===== src/hw/rtl/json_token_lexer_macros.svh =====
// ----------------------------------------------------------------------------
// JSON token lexer assertion macros
// Concurrent assertion helpers clocked on clk and disabled while rst_n is low.
// ----------------------------------------------------------------------------
`ifndef JSON_TOKEN_LEXER_MACROS_SVH
`define JSON_TOKEN_LEXER_MACROS_SVH

`ifndef NO_ASSERTIONS

`define JTL_ASSERT_SAME(label, ante, cons, msg) \
    label: assert property (@(posedge clk) disable iff (!rst_n) (ante) |-> (cons)) \
        else $error(msg);

`define JTL_ASSERT_NEXT(label, ante, cons, msg) \
    label: assert property (@(posedge clk) disable iff (!rst_n) (ante) |=> (cons)) \
        else $error(msg);

`else

`define JTL_ASSERT_SAME(label, ante, cons, msg)

`define JTL_ASSERT_NEXT(label, ante, cons, msg)

`endif

`endif


===== src/hw/rtl/jtl_pkg.sv =====
`timescale 1ns / 1ps
// ----------------------------------------------------------------------------
// JSON token lexer package
// Widths, token kind codes, lexer modes, character codes and small helpers.
// ----------------------------------------------------------------------------
package jtl_pkg;

    localparam int OFFSET_BITS = 32;
    localparam logic [OFFSET_BITS-1:0] POS_MAX = '1;
    localparam int MAX_TOKENS = 5;
    localparam int ERR_SLOTS = 4;

    localparam logic [3:0] KIND_COLON         = 4'd0;
    localparam logic [3:0] KIND_COMMA         = 4'd1;
    localparam logic [3:0] KIND_OPEN_BRACE    = 4'd2;
    localparam logic [3:0] KIND_CLOSE_BRACE   = 4'd3;
    localparam logic [3:0] KIND_OPEN_BRACKET  = 4'd4;
    localparam logic [3:0] KIND_CLOSE_BRACKET = 4'd5;
    localparam logic [3:0] KIND_STRING        = 4'd6;
    localparam logic [3:0] KIND_NUMBER        = 4'd7;
    localparam logic [3:0] KIND_TRUE          = 4'd8;
    localparam logic [3:0] KIND_FALSE         = 4'd9;
    localparam logic [3:0] KIND_ERROR         = 4'd10;

    localparam logic [7:0] CH_COLON   = 8'h3A;
    localparam logic [7:0] CH_COMMA   = 8'h2C;
    localparam logic [7:0] CH_LBRACE  = 8'h7B;
    localparam logic [7:0] CH_RBRACE  = 8'h7D;
    localparam logic [7:0] CH_LBRACK  = 8'h5B;
    localparam logic [7:0] CH_RBRACK  = 8'h5D;
    localparam logic [7:0] CH_SPACE   = 8'h20;
    localparam logic [7:0] CH_TAB     = 8'h09;
    localparam logic [7:0] CH_CR      = 8'h0D;
    localparam logic [7:0] CH_LF      = 8'h0A;
    localparam logic [7:0] CH_QUOTE   = 8'h22;
    localparam logic [7:0] CH_MINUS   = 8'h2D;
    localparam logic [7:0] CH_DOT     = 8'h2E;
    localparam logic [7:0] CH_ZERO    = 8'h30;
    localparam logic [7:0] CH_NINE    = 8'h39;
    localparam logic [7:0] CH_T       = 8'h74;
    localparam logic [7:0] CH_R       = 8'h72;
    localparam logic [7:0] CH_U       = 8'h75;
    localparam logic [7:0] CH_E       = 8'h65;
    localparam logic [7:0] CH_F       = 8'h66;
    localparam logic [7:0] CH_A       = 8'h61;
    localparam logic [7:0] CH_L       = 8'h6C;
    localparam logic [7:0] CH_S       = 8'h73;

    localparam logic [2:0] TRUE_LEN  = 3'd4;
    localparam logic [2:0] FALSE_LEN = 3'd5;

    typedef enum logic [5:0] {
        MODE_IDLE  = 6'b000001,
        MODE_STR   = 6'b000010,
        MODE_INT   = 6'b000100,
        MODE_FRAC  = 6'b001000,
        MODE_TRUE  = 6'b010000,
        MODE_FALSE = 6'b100000
    } lex_mode_t;

    typedef struct packed {
        logic [3:0]             kind;
        logic [OFFSET_BITS-1:0] start;
        logic [OFFSET_BITS-1:0] len;
        logic [31:0]            line;
    } token_t;

    function automatic logic [OFFSET_BITS-1:0] pos_inc(input logic [OFFSET_BITS-1:0] a);
        pos_inc = (a == POS_MAX) ? a : a + 1'b1;
    endfunction

    // Saturating add of a small offset (0 to 3) to a position.
    function automatic logic [OFFSET_BITS-1:0] pos_add_small(
        input logic [OFFSET_BITS-1:0] a,
        input logic [1:0]             i
    );
        logic [OFFSET_BITS:0] sum;
        sum = {1'b0, a} + (OFFSET_BITS + 1)'(i);
        pos_add_small = sum[OFFSET_BITS] ? POS_MAX : sum[OFFSET_BITS-1:0];
    endfunction

    function automatic logic [OFFSET_BITS-1:0] pos_span(
        input logic [OFFSET_BITS-1:0] from,
        input logic [OFFSET_BITS-1:0] to
    );
        pos_span = (to >= from) ? to - from : '0;
    endfunction

    function automatic logic is_digit(input logic [7:0] b);
        is_digit = (b >= CH_ZERO) && (b <= CH_NINE);
    endfunction

    // Expected byte at position idx of the word true or false.
    function automatic logic [7:0] literal_byte(input logic is_true, input logic [2:0] idx);
        literal_byte = 8'h00;
        if (is_true)
        begin
            case (idx)
                3'd0:    literal_byte = CH_T;
                3'd1:    literal_byte = CH_R;
                3'd2:    literal_byte = CH_U;
                3'd3:    literal_byte = CH_E;
                default: literal_byte = 8'h00;
            endcase
        end
        else
        begin
            case (idx)
                3'd0:    literal_byte = CH_F;
                3'd1:    literal_byte = CH_A;
                3'd2:    literal_byte = CH_L;
                3'd3:    literal_byte = CH_S;
                3'd4:    literal_byte = CH_E;
                default: literal_byte = 8'h00;
            endcase
        end
    endfunction

endpackage


===== src/hw/rtl/jtl_in_if.sv =====
`timescale 1ns / 1ps
// ----------------------------------------------------------------------------
// JSON token lexer input channel
// Valid/ready channel carrying one document byte or an end marker.
// ----------------------------------------------------------------------------
interface jtl_in_if;
    logic       valid;
    logic       ready;
    logic [7:0] data_byte;
    logic       end_of_document;

    modport source (output valid, output data_byte, output end_of_document, input ready);
    modport sink   (input valid, input data_byte, input end_of_document, output ready);
endinterface


===== src/hw/rtl/jtl_out_if.sv =====
`timescale 1ns / 1ps
// ----------------------------------------------------------------------------
// JSON token lexer output channel
// Valid/ready channel carrying one token per transfer.
// ----------------------------------------------------------------------------
interface jtl_out_if;
    logic        valid;
    logic        ready;
    logic [3:0]  token_kind;
    logic [31:0] start_offset;
    logic [31:0] token_length;
    logic [31:0] line_index;
    logic        last_of_run;

    modport source (output valid, output token_kind, output start_offset,
                    output token_length, output line_index, output last_of_run,
                    input ready);
    modport sink   (input valid, input token_kind, input start_offset,
                    input token_length, input line_index, input last_of_run,
                    output ready);
endinterface


===== src/hw/rtl/json_token_lexer.sv =====
`timescale 1ns / 1ps
// ----------------------------------------------------------------------------
// JSON token lexer
// Streaming lexer for simplified JSON: punctuation, strings, numbers,
// true, false and one-byte error tokens, with byte offsets and line numbers.
// ----------------------------------------------------------------------------
// The lexer takes one byte per clock cycle unless tokens of an earlier byte
// are still waiting. Each accepted byte is lexed in the same cycle against the
// mode and counter registers, and the tokens it causes (zero to five) are
// loaded into a result register that drains one token per transfer on the
// output side. A byte that yields several tokens holds the input until all of
// them have been transferred. A new byte is taken in the same cycle in which
// the last token of the previous byte is transferred.
// While tokens of one byte are still waiting, the next byte is held off,
// whether or not it would yield a token itself.
// There is no start-up sequence after reset.
module json_token_lexer
    import jtl_pkg::*;
(
    input  logic    clk,
    input  logic    rst_n,
    jtl_in_if.sink  in_bus,
    jtl_out_if.source out_bus
);

`include "json_token_lexer_macros.svh"

    lex_mode_t              lex_mode_reg, lex_mode_next;
    logic [2:0]             literal_matched_reg, literal_matched_next;
    logic [OFFSET_BITS-1:0] byte_position_reg, byte_position_next;
    logic [OFFSET_BITS-1:0] token_start_reg, token_start_next;
    logic [31:0]            token_line_reg, token_line_next;
    logic [31:0]            line_count_reg, line_count_next;

    token_t                 run_tok_reg [MAX_TOKENS];
    logic [2:0]             run_last_reg;
    logic [2:0]             run_idx_reg;
    logic                   run_valid_reg;

    logic                   in_fire;
    logic                   out_fire;
    logic                   out_is_last;

    token_t                 lead_tok;
    logic                   lead_valid;
    token_t                 tail_tok;
    logic                   tail_valid;
    token_t                 err_tok [ERR_SLOTS];
    logic [2:0]             err_cnt;
    logic                   do_idle;
    logic                   lit_is_true;
    logic [2:0]             lit_len;
    token_t                 slot_tok [MAX_TOKENS];
    logic [2:0]             tok_cnt;
    token_t                 cur_tok;

    assign out_is_last  = (run_idx_reg == run_last_reg);
    assign in_bus.ready = !run_valid_reg || (out_bus.ready && out_is_last);
    assign in_fire      = in_bus.valid && in_bus.ready;
    assign out_fire     = out_bus.valid && out_bus.ready;

    assign lit_is_true = (lex_mode_reg == MODE_TRUE);
    assign lit_len     = lit_is_true ? TRUE_LEN : FALSE_LEN;

    always_comb
    begin
        lex_mode_next        = lex_mode_reg;
        literal_matched_next = literal_matched_reg;
        byte_position_next   = byte_position_reg;
        token_start_next     = token_start_reg;
        token_line_next      = token_line_reg;
        line_count_next      = line_count_reg;
        lead_valid           = 1'b0;
        lead_tok             = '0;
        tail_valid           = 1'b0;
        tail_tok             = '0;
        err_cnt              = 3'd0;
        do_idle              = 1'b0;

        if (in_bus.end_of_document)
        begin
            case (lex_mode_reg)
                MODE_STR:
                begin
                    lead_valid = 1'b1;
                    lead_tok   = '{KIND_STRING, token_start_reg,
                                   pos_span(token_start_reg, byte_position_reg),
                                   token_line_reg};
                end
                MODE_INT, MODE_FRAC:
                begin
                    lead_valid = 1'b1;
                    lead_tok   = '{KIND_NUMBER, token_start_reg,
                                   pos_span(token_start_reg, byte_position_reg),
                                   token_line_reg};
                end
                MODE_TRUE, MODE_FALSE:
                begin
                    err_cnt = (literal_matched_reg > 3'd4) ? 3'd4 : literal_matched_reg;
                end
                default:
                begin
                end
            endcase
            lex_mode_next        = MODE_IDLE;
            literal_matched_next = 3'd0;
            byte_position_next   = '0;
            token_start_next     = '0;
            token_line_next      = '0;
            line_count_next      = '0;
        end
        else
        begin
            case (lex_mode_reg)
                MODE_STR:
                begin
                    if (in_bus.data_byte == CH_QUOTE)
                    begin
                        lead_valid    = 1'b1;
                        lead_tok      = '{KIND_STRING, token_start_reg,
                                          pos_span(token_start_reg, byte_position_reg),
                                          token_line_reg};
                        lex_mode_next = MODE_IDLE;
                    end
                end
                MODE_INT, MODE_FRAC:
                begin
                    if (is_digit(in_bus.data_byte))
                    begin
                        lex_mode_next = lex_mode_reg;
                    end
                    else if (in_bus.data_byte == CH_DOT && lex_mode_reg == MODE_INT)
                    begin
                        lex_mode_next = MODE_FRAC;
                    end
                    else
                    begin
                        lead_valid           = 1'b1;
                        lead_tok             = '{KIND_NUMBER, token_start_reg,
                                                 pos_span(token_start_reg, byte_position_reg),
                                                 token_line_reg};
                        lex_mode_next        = MODE_IDLE;
                        literal_matched_next = 3'd0;
                        do_idle              = 1'b1;
                    end
                end
                MODE_TRUE, MODE_FALSE:
                begin
                    if (literal_matched_reg < lit_len &&
                        in_bus.data_byte == literal_byte(lit_is_true, literal_matched_reg))
                    begin
                        literal_matched_next = literal_matched_reg + 3'd1;
                        if (literal_matched_reg + 3'd1 == lit_len)
                        begin
                            lead_valid           = 1'b1;
                            lead_tok             = '{lit_is_true ? KIND_TRUE : KIND_FALSE,
                                                     token_start_reg,
                                                     OFFSET_BITS'(lit_len),
                                                     token_line_reg};
                            lex_mode_next        = MODE_IDLE;
                            literal_matched_next = 3'd0;
                        end
                    end
                    else
                    begin
                        // Every byte held so far becomes an error token.
                        err_cnt              = (literal_matched_reg > 3'd4) ? 3'd4
                                                                            : literal_matched_reg;
                        lex_mode_next        = MODE_IDLE;
                        literal_matched_next = 3'd0;
                        do_idle              = 1'b1;
                    end
                end
                MODE_IDLE:
                begin
                    do_idle = 1'b1;
                end
                default:
                begin
                    lex_mode_next        = MODE_IDLE;
                    literal_matched_next = 3'd0;
                    do_idle              = 1'b1;
                end
            endcase

            byte_position_next = pos_inc(byte_position_reg);

            if (do_idle)
            begin
                tail_tok = '{KIND_ERROR, byte_position_reg, OFFSET_BITS'(1), line_count_reg};
                case (in_bus.data_byte)
                    CH_COLON:
                    begin
                        tail_valid    = 1'b1;
                        tail_tok.kind = KIND_COLON;
                    end
                    CH_COMMA:
                    begin
                        tail_valid    = 1'b1;
                        tail_tok.kind = KIND_COMMA;
                    end
                    CH_LBRACE:
                    begin
                        tail_valid    = 1'b1;
                        tail_tok.kind = KIND_OPEN_BRACE;
                    end
                    CH_RBRACE:
                    begin
                        tail_valid    = 1'b1;
                        tail_tok.kind = KIND_CLOSE_BRACE;
                    end
                    CH_LBRACK:
                    begin
                        tail_valid    = 1'b1;
                        tail_tok.kind = KIND_OPEN_BRACKET;
                    end
                    CH_RBRACK:
                    begin
                        tail_valid    = 1'b1;
                        tail_tok.kind = KIND_CLOSE_BRACKET;
                    end
                    CH_SPACE, CH_TAB, CH_CR:
                    begin
                    end
                    CH_LF:
                    begin
                        line_count_next = (line_count_reg == '1) ? line_count_reg
                                                                  : line_count_reg + 32'd1;
                    end
                    CH_QUOTE:
                    begin
                        lex_mode_next    = MODE_STR;
                        token_start_next = pos_inc(byte_position_reg);
                        token_line_next  = line_count_reg;
                    end
                    CH_T, CH_F:
                    begin
                        lex_mode_next        = (in_bus.data_byte == CH_T) ? MODE_TRUE
                                                                          : MODE_FALSE;
                        literal_matched_next = 3'd1;
                        token_start_next     = byte_position_reg;
                        token_line_next      = line_count_reg;
                    end
                    default:
                    begin
                        if (in_bus.data_byte inside {CH_MINUS, [CH_ZERO:CH_NINE]})
                        begin
                            lex_mode_next    = MODE_INT;
                            token_start_next = byte_position_reg;
                            token_line_next  = line_count_reg;
                        end
                        else
                        begin
                            tail_valid = 1'b1;
                        end
                    end
                endcase
            end
        end
    end

    // Error tokens of a broken or unfinished literal, one per held byte.
    always_comb
    begin
        for (int i = 0; i < ERR_SLOTS; i++)
        begin
            err_tok[i] = '{KIND_ERROR, pos_add_small(token_start_reg, 2'(i)),
                           OFFSET_BITS'(1), token_line_reg};
        end
    end

    // A run is a leading token, a group of error tokens or neither, then an
    // optional token lexed from the same byte in idle mode.
    always_comb
    begin
        for (int s = 0; s < MAX_TOKENS; s++)
        begin
            if (lead_valid)
            begin
                slot_tok[s] = (s == 0) ? lead_tok : tail_tok;
            end
            else if (s < ERR_SLOTS && 3'(s) < err_cnt)
            begin
                slot_tok[s] = err_tok[s % ERR_SLOTS];
            end
            else
            begin
                slot_tok[s] = tail_tok;
            end
        end
        tok_cnt = (lead_valid ? 3'd1 : err_cnt) + {2'b00, tail_valid};
    end

    always_ff @(posedge clk or negedge rst_n)
    begin
        if (!rst_n)
        begin
            lex_mode_reg        <= MODE_IDLE;
            literal_matched_reg <= 3'd0;
            byte_position_reg   <= '0;
            token_start_reg     <= '0;
            token_line_reg      <= '0;
            line_count_reg      <= '0;
            run_valid_reg       <= 1'b0;
            run_idx_reg         <= 3'd0;
            run_last_reg        <= 3'd0;
        end
        else
        begin
            if (in_fire)
            begin
                lex_mode_reg        <= lex_mode_next;
                literal_matched_reg <= literal_matched_next;
                byte_position_reg   <= byte_position_next;
                token_start_reg     <= token_start_next;
                token_line_reg      <= token_line_next;
                line_count_reg      <= line_count_next;
            end

            if (in_fire && tok_cnt != 3'd0)
            begin
                run_valid_reg <= 1'b1;
                run_idx_reg   <= 3'd0;
                run_last_reg  <= tok_cnt - 3'd1;
            end
            else if (out_fire)
            begin
                if (out_is_last)
                begin
                    run_valid_reg <= 1'b0;
                end
                else
                begin
                    run_idx_reg <= run_idx_reg + 3'd1;
                end
            end
        end
    end

    always_ff @(posedge clk)
    begin
        if (in_fire && tok_cnt != 3'd0)
        begin
            for (int s = 0; s < MAX_TOKENS; s++)
            begin
                run_tok_reg[s] <= slot_tok[s];
            end
        end
    end

    always_comb
    begin
        cur_tok = run_tok_reg[0];
        for (int s = 0; s < MAX_TOKENS; s++)
        begin
            if (run_idx_reg == 3'(s))
            begin
                cur_tok = run_tok_reg[s];
            end
        end
    end

    assign out_bus.valid        = run_valid_reg;
    assign out_bus.token_kind   = cur_tok.kind;
    assign out_bus.start_offset = 32'(cur_tok.start);
    assign out_bus.token_length = 32'(cur_tok.len);
    assign out_bus.line_index   = cur_tok.line;
    assign out_bus.last_of_run  = out_is_last;

    `JTL_ASSERT_SAME(a_idx_in_run, run_valid_reg, run_idx_reg <= run_last_reg, "token index past end of run")
    `JTL_ASSERT_SAME(a_run_bound, run_valid_reg, run_last_reg < 3'(MAX_TOKENS), "run longer than five tokens")
    `JTL_ASSERT_NEXT(a_end_resets, in_fire && in_bus.end_of_document, byte_position_reg == '0 && lex_mode_reg == MODE_IDLE && line_count_reg == '0, "end of document did not reset counters")
    `JTL_ASSERT_SAME(a_literal_count, literal_matched_reg != 3'd0, lex_mode_reg == MODE_TRUE || lex_mode_reg == MODE_FALSE, "literal bytes held outside a literal")

endmodule

===== src/flat_wrapper.sv =====
// flat-port wrapper written by rule: the top's interface ports become plain ports
module json_token_lexer_flat import jtl_pkg::*;
  (clk, rst_n, in_bus_valid, in_bus_data_byte, in_bus_end_of_document, in_bus_ready, out_bus_valid, out_bus_token_kind, out_bus_start_offset, out_bus_token_length, out_bus_line_index, out_bus_last_of_run, out_bus_ready);
  jtl_in_if in_bus_i ();
  jtl_out_if out_bus_i ();
  input  logic clk;
  input  logic rst_n;
  input wire logic [$bits(in_bus_i.valid)-1:0] in_bus_valid;
  input wire logic [$bits(in_bus_i.data_byte)-1:0] in_bus_data_byte;
  input wire logic [$bits(in_bus_i.end_of_document)-1:0] in_bus_end_of_document;
  output wire logic [$bits(in_bus_i.ready)-1:0] in_bus_ready;
  output wire logic [$bits(out_bus_i.valid)-1:0] out_bus_valid;
  output wire logic [$bits(out_bus_i.token_kind)-1:0] out_bus_token_kind;
  output wire logic [$bits(out_bus_i.start_offset)-1:0] out_bus_start_offset;
  output wire logic [$bits(out_bus_i.token_length)-1:0] out_bus_token_length;
  output wire logic [$bits(out_bus_i.line_index)-1:0] out_bus_line_index;
  output wire logic [$bits(out_bus_i.last_of_run)-1:0] out_bus_last_of_run;
  input wire logic [$bits(out_bus_i.ready)-1:0] out_bus_ready;
  assign in_bus_i.valid = in_bus_valid;
  assign in_bus_i.data_byte = in_bus_data_byte;
  assign in_bus_i.end_of_document = in_bus_end_of_document;
  assign in_bus_ready = in_bus_i.ready;
  assign out_bus_valid = out_bus_i.valid;
  assign out_bus_token_kind = out_bus_i.token_kind;
  assign out_bus_start_offset = out_bus_i.start_offset;
  assign out_bus_token_length = out_bus_i.token_length;
  assign out_bus_line_index = out_bus_i.line_index;
  assign out_bus_last_of_run = out_bus_i.last_of_run;
  assign out_bus_i.ready = out_bus_ready;
  json_token_lexer u_core (.clk(clk), .rst_n(rst_n), .in_bus(in_bus_i), .out_bus(out_bus_i));
endmodule

===== config.mk =====
export PLATFORM = sky130hd
export DESIGN_NAME = json_token_lexer_flat
export DESIGN_NICKNAME = d
export VERILOG_FILES = /design/src/hw/rtl/jtl_pkg.sv /design/src/hw/rtl/jtl_in_if.sv /design/src/hw/rtl/jtl_out_if.sv /design/src/hw/rtl/json_token_lexer.sv /design/src/flat_wrapper.sv
export VERILOG_INCLUDE_DIRS = /design/src /design/src/hw/rtl
export SDC_FILE = /design/constraint.sdc
export NUM_CORES = 1
export LEC_CHECK = 0
export BUFFER_PORTS_ARGS = -buffer_cell sky130_fd_sc_hd__clkbuf_2
export CORE_UTILIZATION = 25
export CTS_BUF_LIST = sky130_fd_sc_hd__clkbuf_8 sky130_fd_sc_hd__clkbuf_16
export CTS_CLUSTER_SIZE = 12
export DETAILED_ROUTE_END_ITERATION = 8
export PLACE_DENSITY_LB_ADDON = 0.15
export SLEW_MARGIN = 30
export SYNTH_ARGS = -nofsm -noshare
export SYNTH_HDL_FRONTEND = slang
export SYNTH_SLANG_ARGS = --single-unit

===== constraint.sdc =====
create_clock -name clk -period 11.25 [get_ports clk]
set_input_delay 2.25 -clock clk [delete_from_list [all_inputs] [get_ports clk]]
set_output_delay 2.25 -clock clk [all_outputs]
set_load 0.05 [all_outputs]

Word-level counts from Yosys, hierarchy flattened. Memories as Yosys holds them, arrays and structs flattened. Cells that the tools add are included.

Reduce and logical (&&, ||, !) cells: 32. Eq/ne operators: 37. $add $sub $neg: 10. Muxes and demuxes: 96. Order comparisons: 9.

Operators with widths (count): 100-bit 2-to-1 mux (18); 32-bit 2-to-1 mux (16); 100-bit one-hot mux with 3 select lines (1); 99-bit 2-to-1 mux (2); 99-bit one-hot mux with 2 select lines (1); 32-bit one-hot mux with 3 select lines (1); 32-bit by 2-bit adder with 33-bit output, second input constant (2); 32-bit by 1-bit adder with 32-bit output, second input constant (2); 32-bit == test, second input constant (2); 32-bit one-hot mux with 2 select lines (1); 8-bit by 6-bit == test with 1-bit output, second input constant (6); 8-bit by 7-bit == test with 1-bit output, second input constant (6); 3-bit 2-to-1 mux (16); 6-bit 2-to-1 mux (8); 7-bit one-hot mux with 5 select lines (1); 32-bit by 1-bit adder with 33-bit output, second input constant (1); 32-bit >= comparator (1); 32-bit subtractor (1); 7-bit one-hot mux with 4 select lines (1); 8-bit by 4-bit == test with 1-bit output, second input constant (3); 8-bit 2-to-1 mux (3); 4-bit one-hot mux with 6 select lines (1); 6-bit one-hot mux with 4 select lines (1); 1-bit 2-to-1 mux (19); other kinds (41) (70).

Memories: 1. Register bits after elaboration: 144. Input port bits: 13. Bits in writable memories: 500. Logic and storage cells: 194. Output and inout port bits: 103.

Memory list: u_core.run_tok_reg (depth 5, width 100, rd ports 5, clocked after Yosys merged registers in 0, write ports 5, RTL line json_token_lexer.sv:35) `token_t run_tok_reg [MAX_TOKENS];`.

Depth between registers and ports, before layout. Gate-level depths: netlist of run 1.

Depth in word-level cells: 17. Depth in mapped cells: 20. Depth with buffers taken out: 19.

Least setup slack after synthesis of run 1. OpenSTA, ideal clock, no wires.

Kind: input -> register. Start point: input port in_bus_data_byte[2]. End point: memory u_core.run_tok_reg[0][0] (netlist bit), enable pin. Buffers on the path: 1. Library setup time: 725 ps. Data required time: 10525 ps. Setup slack: -1733 ps. Arrival: 12258 ps. Stages: 15. Path through: clkbuf_1 > or3_1 > a221oi_2 > nand4_1 > o21ai_2 > nand2_1 > nand2_4 > nor3b_1 > ha_1 > ha_1 > inv_1 > ha_1 > ha_1 > nand2b_1 > inv_1.

RTL lines: start, declared (RTL line flat_wrapper.sv:9) `input wire logic [$bits(in_bus_i.data_byte)-1:0] in_bus_data_byte;`; end, declared (RTL line json_token_lexer.sv:35).

==> results.cfg, run 1 <==
[global_route]
globalRouteOverflowTotal = 0
grt_first_pass_wirelength_um = 158000
number_of_global_route_vias_before_repair = 23000
grt_max_degree = 144
grt_util_all_layers = 0.172
antenna_found_initial = 2

[floorplanning]
die_width_um = 348
top_level_pins = 116
placementRows = 126
design.core.area_sq_mm = 0.118
dieHeight_um = 348
floorplan.die_area_sq_mm = 0.121
start_util = 0.253

[sta]
timing_hold_violations_final = 0
setup-tns-final_ps = 0
setup-violations-final = 0
fin_skew_ps = 13.1
worst_slew_margin_rel = 0.350
worst-slew-pin-transition_ps = 972
final_min_period_over_clock_period = 0.683
final_max_slew_viol_count = 0
grt_setup_unrepaired = false
timing.fmax_mhz = 130
fin_crit_ps = 7680

[clock_tree]
postCtsResizedCells = 0
cts.reportedPaths.clkPinSlew_ps = 60
cts.repair_timing.setup_buffer_count = 0
cts_sinks = 520
numCtsBuffers = 60
max-clock-path-buffers = 3
htreeDepth = 2
clkLatencyLatePin_ps = 670
cts_hold_buf = 0
ctsRootBufferMaster = sky130_fd_sc_hd__clkbuf_16
tritoncts = built

[final_layout]
largest_reg_flops = 376
layoutNonFillerInstCount = 4815
post-route-cell-area_sq_mm = 0.0340
insertedDiodeCount = 0
num-fill-cells = 12600
share_of_post_route_cells_with_drive_strength_above_1 = 0.101
mostFrequentLayoutCell = sky130_fd_sc_hd__edfxtp_1
flow.area_growth_from_synthesis_pct = 13.8
final_core_util = 0.287
fin_nets = 3231
layout.cells.most_common_list = sky130_fd_sc_hd__edfxtp_1 (376), sky130_fd_sc_hd__nand2_1 (370), sky130_fd_sc_hd__o21ai_0 (325), sky130_fd_sc_hd__nor2_1 (325), sky130_fd_sc_hd__a21oi_1 (257)

[route]
totalWireLength_um = 106000
dr_total_vias = 23800
detail_route.first_pass.iterations = 5
detail_route.wl_per_cell_um = 22.1
detail_route.vias_per_cell = 4.94
drt-initial-drc-count = 1920
antenna_left = 0
drc = 0

[placed_design]
place.port_buffers = 115
detailed_place.area_sq_mm = 0.0320
post-place-cells = 4701
place_hpwl_um = 70400
finalWeightedCongestion = 0.842

[synth]
synth-seq-cells = 520
synthesis.area_sq_mm = 0.0299
mappedNetlistNets = 3251
postSynth.topFlopCell = sky130_fd_sc_hd__edfxtp_1
synth_sequential_area_ratio = 0.498
netlist-cell-type-count = 80
ys.warnings.count = 0
netlist_instances = 3183
syn-mean-instance-area_sq_um = 9.39
async_flop_share = 0.277
number_of_synthesized_flops_with_an_enable_pin = 376

[flow_run]
timing.max_cap.violations = 0

[outcome]
run_status = complete, no violations

[hold_path]
whs_path_depth = 2
holdCritPathClass = reg -> reg

[pwr]
total_leakage_power_nw = 12.6
vdd_ir_drop_max_mv = 0.140
power_density_mw_per_mm2 = 281
total_power_mw = 9.56

[setup_path]
cp-end-kind = flip-flop
start_kind = primary input
worstRegToRegCells = 18
worst-endpoint-required_ps = 11540
critical_path_class = in -> reg
worstPathMaxFanout = 68
cp_data_arrival_time_ps = 7970
[synth_stat cells (17+ instances only)]
master,n,share of area
sky130_fd_sc_hd__a211oi_1,81,0.020
sky130_fd_sc_hd__a21oi_1,260,0.044
sky130_fd_sc_hd__a22oi_1,53,0.013
sky130_fd_sc_hd__a31oi_1,17,0.0036
sky130_fd_sc_hd__and2_1,46,0.0096
sky130_fd_sc_hd__and3_1,42,0.0088
sky130_fd_sc_hd__clkbuf_1,208,0.026
sky130_fd_sc_hd__dfrtp_1,143,0.12
sky130_fd_sc_hd__edfxtp_1,376,0.38
sky130_fd_sc_hd__ha_1,54,0.023
sky130_fd_sc_hd__inv_1,125,0.016
sky130_fd_sc_hd__mux2_2,27,0.010
sky130_fd_sc_hd__mux2i_1,111,0.037
sky130_fd_sc_hd__nand2_1,374,0.047
sky130_fd_sc_hd__nand3_1,71,0.012
sky130_fd_sc_hd__nand4_1,32,0.0067
sky130_fd_sc_hd__nor2_1,326,0.041
sky130_fd_sc_hd__nor2b_1,22,0.0046
sky130_fd_sc_hd__nor3_1,58,0.0097
sky130_fd_sc_hd__nor4_1,23,0.0048
sky130_fd_sc_hd__o21ai_0,325,0.054
sky130_fd_sc_hd__o22ai_1,21,0.0044
sky130_fd_sc_hd__xnor2_1,107,0.031
sky130_fd_sc_hd__xor2_1,44,0.013
[worst paths after layout]
| kind | from | endpoint | slack (ps) |
|---|---|---|---|
| max reg2reg | u_core.lex_mode_reg[1] | u_core.run_tok_reg[0][213] | 3830 |
| max | in_bus_data_byte[2] | u_core.run_tok_reg[0][213] | 3570 |
| min | u_core.run_last_reg[2] | u_core.run_last_reg[2] | 500 |
| min reg2reg | u_core.run_last_reg[2] | u_core.run_last_reg[2] | 500 |
| min in group asynchronous | rst_n | u_core.byte_position_reg[22] | 1500 |
| max in group asynchronous | rst_n | u_core.line_count_reg[6] | 8530 |
[report_power, final]
group          switching [mW]  internal, mW
Combinational            3.24          1.25
Sequential              0.443          2.59
Clock                   0.873          1.17
[metal layers]
layer / vias to the layer above / GRT usage / share of wire
met4: 0 / 0.0367 / 0.018
met5: - / 0 / 0
li1: 11400 / - / -
met2: 618 / 0.251 / 0.42
met3: 112 / 0.0217 / 0.048
met1: 11700 / 0.267 / 0.52
[critical path: stages]
cell and delay (ps):
sky130_fd_sc_hd__clkbuf_2 160, sky130_fd_sc_hd__or3_1 410, sky130_fd_sc_hd__a221oi_2 430, sky130_fd_sc_hd__nand4_1 340, sky130_fd_sc_hd__o21ai_2 660, sky130_fd_sc_hd__nand2_1 330
sky130_fd_sc_hd__nand2_4 230, sky130_fd_sc_hd__nor3b_1 80, sky130_fd_sc_hd__ha_1 200, sky130_fd_sc_hd__ha_1 280, sky130_fd_sc_hd__inv_1 40, sky130_fd_sc_hd__ha_1 190
sky130_fd_sc_hd__ha_1 170, sky130_fd_sc_hd__nand2b_1 260, sky130_fd_sc_hd__clkinvlp_4 300, sky130_fd_sc_hd__buf_4 740, sky130_fd_sc_hd__buf_4 760
[through the flow]
step                setup WS, ps  hold slack [ps]
detailed placement          2990              495
CTS                         3710              508
floorplan                    180              469
finish                      3570              499
global placement            3100              503
global route                3140              535
[area by class of cell]
type,count,area [sq um],area share
tap,1600,2000,0.0588
inverter,128,484,0.0142
timing repair buffer,161,960,0.0282
multi-input combinational,2292,13700,0.402
clock buffer,62,1530,0.0449
clock inverter,52,490,0.0144
sequential,520,14900,0.438
[kinds of logic (layout without fill, tap and decap cells)]
family,after synthesis,in the layout,share of synthesized area
simple gates,1066,1066,0.162
compound gates,875,875,0.173
flops,520,520,0.498
buf+inv,371,403,0.0487
xor+xnor,151,151,0.0442
mux,145,145,0.0508
fa+ha+maj,55,55,0.0233
(Power assumes the default switching activity.)
==> inputs of run 2 (changes only) <==
- clock period: 11.25 -> 7.1 ns (I/O delays scaled with it)
==> results.cfg, run 2 (synthesis results as in run 1) <==
[outcome]
run_status = complete, no violations

[floorplanning]
dieHeight_um = 348
floorplan.die_area_sq_mm = 0.121
placementRows = 126
top_level_pins = 116
die_width_um = 348
start_util = 0.253
design.core.area_sq_mm = 0.118

[global_route]
grt_first_pass_wirelength_um = 156000
grt_max_degree = 114
globalRouteOverflowTotal = 0
antenna_found_initial = 2
grt_util_all_layers = 0.169
number_of_global_route_vias_before_repair = 23400

[hold_path]
whs_path_depth = 2
holdCritPathClass = reg -> reg
hold_path.startpoint = u_core.run_last_reg[2]

[clock_tree]
htreeDepth = 2
max-clock-path-buffers = 3
tritoncts = built
cts.repair_timing.setup_buffer_count = 0
postCtsResizedCells = 0
ctsRootBufferMaster = sky130_fd_sc_hd__clkbuf_16
cts.reportedPaths.clkPinSlew_ps = 60
clkLatencyLatePin_ps = 660
cts_sinks = 520
numCtsBuffers = 59
cts_hold_buf = 0

[route]
dr_total_vias = 23800
totalWireLength_um = 104000
drc = 0
detail_route.first_pass.iterations = 6
antenna_left = 0
detail_route.wl_per_cell_um = 21.5
detail_route.vias_per_cell = 4.94
drt-initial-drc-count = 2078

[final_layout]
share_of_post_route_cells_with_drive_strength_above_1 = 0.104
post-route-cell-area_sq_mm = 0.0340
flow.area_growth_from_synthesis_pct = 13.8
final_core_util = 0.287
layout.cells.most_common_list = sky130_fd_sc_hd__edfxtp_1 (376), sky130_fd_sc_hd__nand2_1 (369), sky130_fd_sc_hd__o21ai_0 (325), sky130_fd_sc_hd__nor2_1 (325), sky130_fd_sc_hd__a21oi_1 (257)
fin_nets = 3238
mostFrequentLayoutCell = sky130_fd_sc_hd__edfxtp_1
largest_reg_flops = 376

[sta]
grt_setup_unrepaired = false
final_max_slew_viol_count = 0
fin_crit_ps = 5600
final_min_period_over_clock_period = 0.789
worst_slew_margin_rel = 0.331
worst-slew-pin-transition_ps = 1000
timing.fmax_mhz = 179
fin_skew_ps = 24.5
timing_hold_violations_final = 0
postLayoutSetupSlackWorst_ps = 1500
setup-violations-final = 0

[setup_path]
worstRegToRegCells = 17
worstPathMaxFanout = 113
cp_data_arrival_time_ps = 5890
cp-end-kind = flip-flop
critical_path_class = reg -> reg
critical_path.reg2reg.startpoint = u_core.lex_mode_reg[1]
start_kind = flip-flop
worst-endpoint-required_ps = 7380
worstSetupStartpoint = u_core.lex_mode_reg[1]

[pwr]
power_density_mw_per_mm2 = 437
total_leakage_power_nw = 12.6
vdd_ir_drop_max_mv = 0.218

[placed_design]
pre_cts_setup_slack_ps = 1210
place.port_buffers = 115
detailed_place.area_sq_mm = 0.0322
place_hpwl_um = 71000
finalWeightedCongestion = 0.841

[flow_run]
timing.max_cap.violations = 0
-- run 2: changes by cell type in the layout (fill, tap and decap cells not counted), sizes merged --
| cell | delta |
|---|---|
| clkbuf | +2 |
| buf | +8 |
| inv | +1 |
| clkinv | -1 |
| clkinvlp | -1 |
| diode | +1 |
| bufinv | -6 |
-- run 2: worst paths after layout --
| path | end | slack (ps) |
|---|---|---|
| worst max-delay path | u_core.run_tok_reg[0][322] | 1500 |
| worst min-delay path | u_core.run_last_reg[2] | 520 |
| worst max register to register | u_core.run_tok_reg[0][322] | 1500 |
| worst min register to register | u_core.run_last_reg[2] | 520 |
| max in group asynchronous | u_core.token_line_reg[18] | 5340 |
| min in group asynchronous | u_core.token_start_reg[17] | 670 |
-- run 2: final cells by class --
cell class                      count  area [sq um]
Sequential cell                   520         14900
Antenna cell                        1          2.50
Clock buffer                       64          1560
Clock inverter                     45           282
Fill cell                       12600         84400
Timing Repair Buffer              169          1080
Multi-Input combinational cell   2292         13700
Inverter                          128           484
Tap cell                         1600          2000
-- run 2: per-layer routing --
layer	share of wire	routed length [um]	global-route usage	up-vias
met5	0	0	0	-
li1	-	-	-	11400
met2	0.42	43000	0.242	611
met3	0.057	5930	0.0302	97
met1	0.51	52800	0.260	11600
met4	0.018	1890	0.0369	0
-- run 2: power breakdown --
part | internal, mW | switching [mW]
combinational | 2.00 | 5.06
sequential | 4.10 | 0.727
clock | 1.64 | 1.34
-- run 2: worst max-delay path, cell delays in order (launching register included) --
cell and delay (ps):
sky130_fd_sc_hd__dfrtp_1 460, sky130_fd_sc_hd__or4_1 700, sky130_fd_sc_hd__or4_1 590, sky130_fd_sc_hd__a21o_1 180
sky130_fd_sc_hd__a221oi_2 400, sky130_fd_sc_hd__nand4_1 340, sky130_fd_sc_hd__o21ai_2 260, sky130_fd_sc_hd__nand2_2 150
sky130_fd_sc_hd__nand2_4 180, sky130_fd_sc_hd__nor3b_2 70, sky130_fd_sc_hd__ha_2 220, sky130_fd_sc_hd__ha_4 260
sky130_fd_sc_hd__inv_2 40, sky130_fd_sc_hd__ha_4 150, sky130_fd_sc_hd__ha_4 140, sky130_fd_sc_hd__nand2b_4 170
sky130_fd_sc_hd__clkinvlp_4 280, sky130_fd_sc_hd__buf_12 450
-- run 2: through the flow --
step                hold WS, ps  power, mW  cells   TNS, ps
floorplan                   468       9.83   3183  -1056990
global route                586       15.8   4819         0
CTS                         532       15.0   4818         0
detailed placement          499       12.0   4709         0
finish                      521       14.9   4819         0
global placement            507       12.0   4708         0
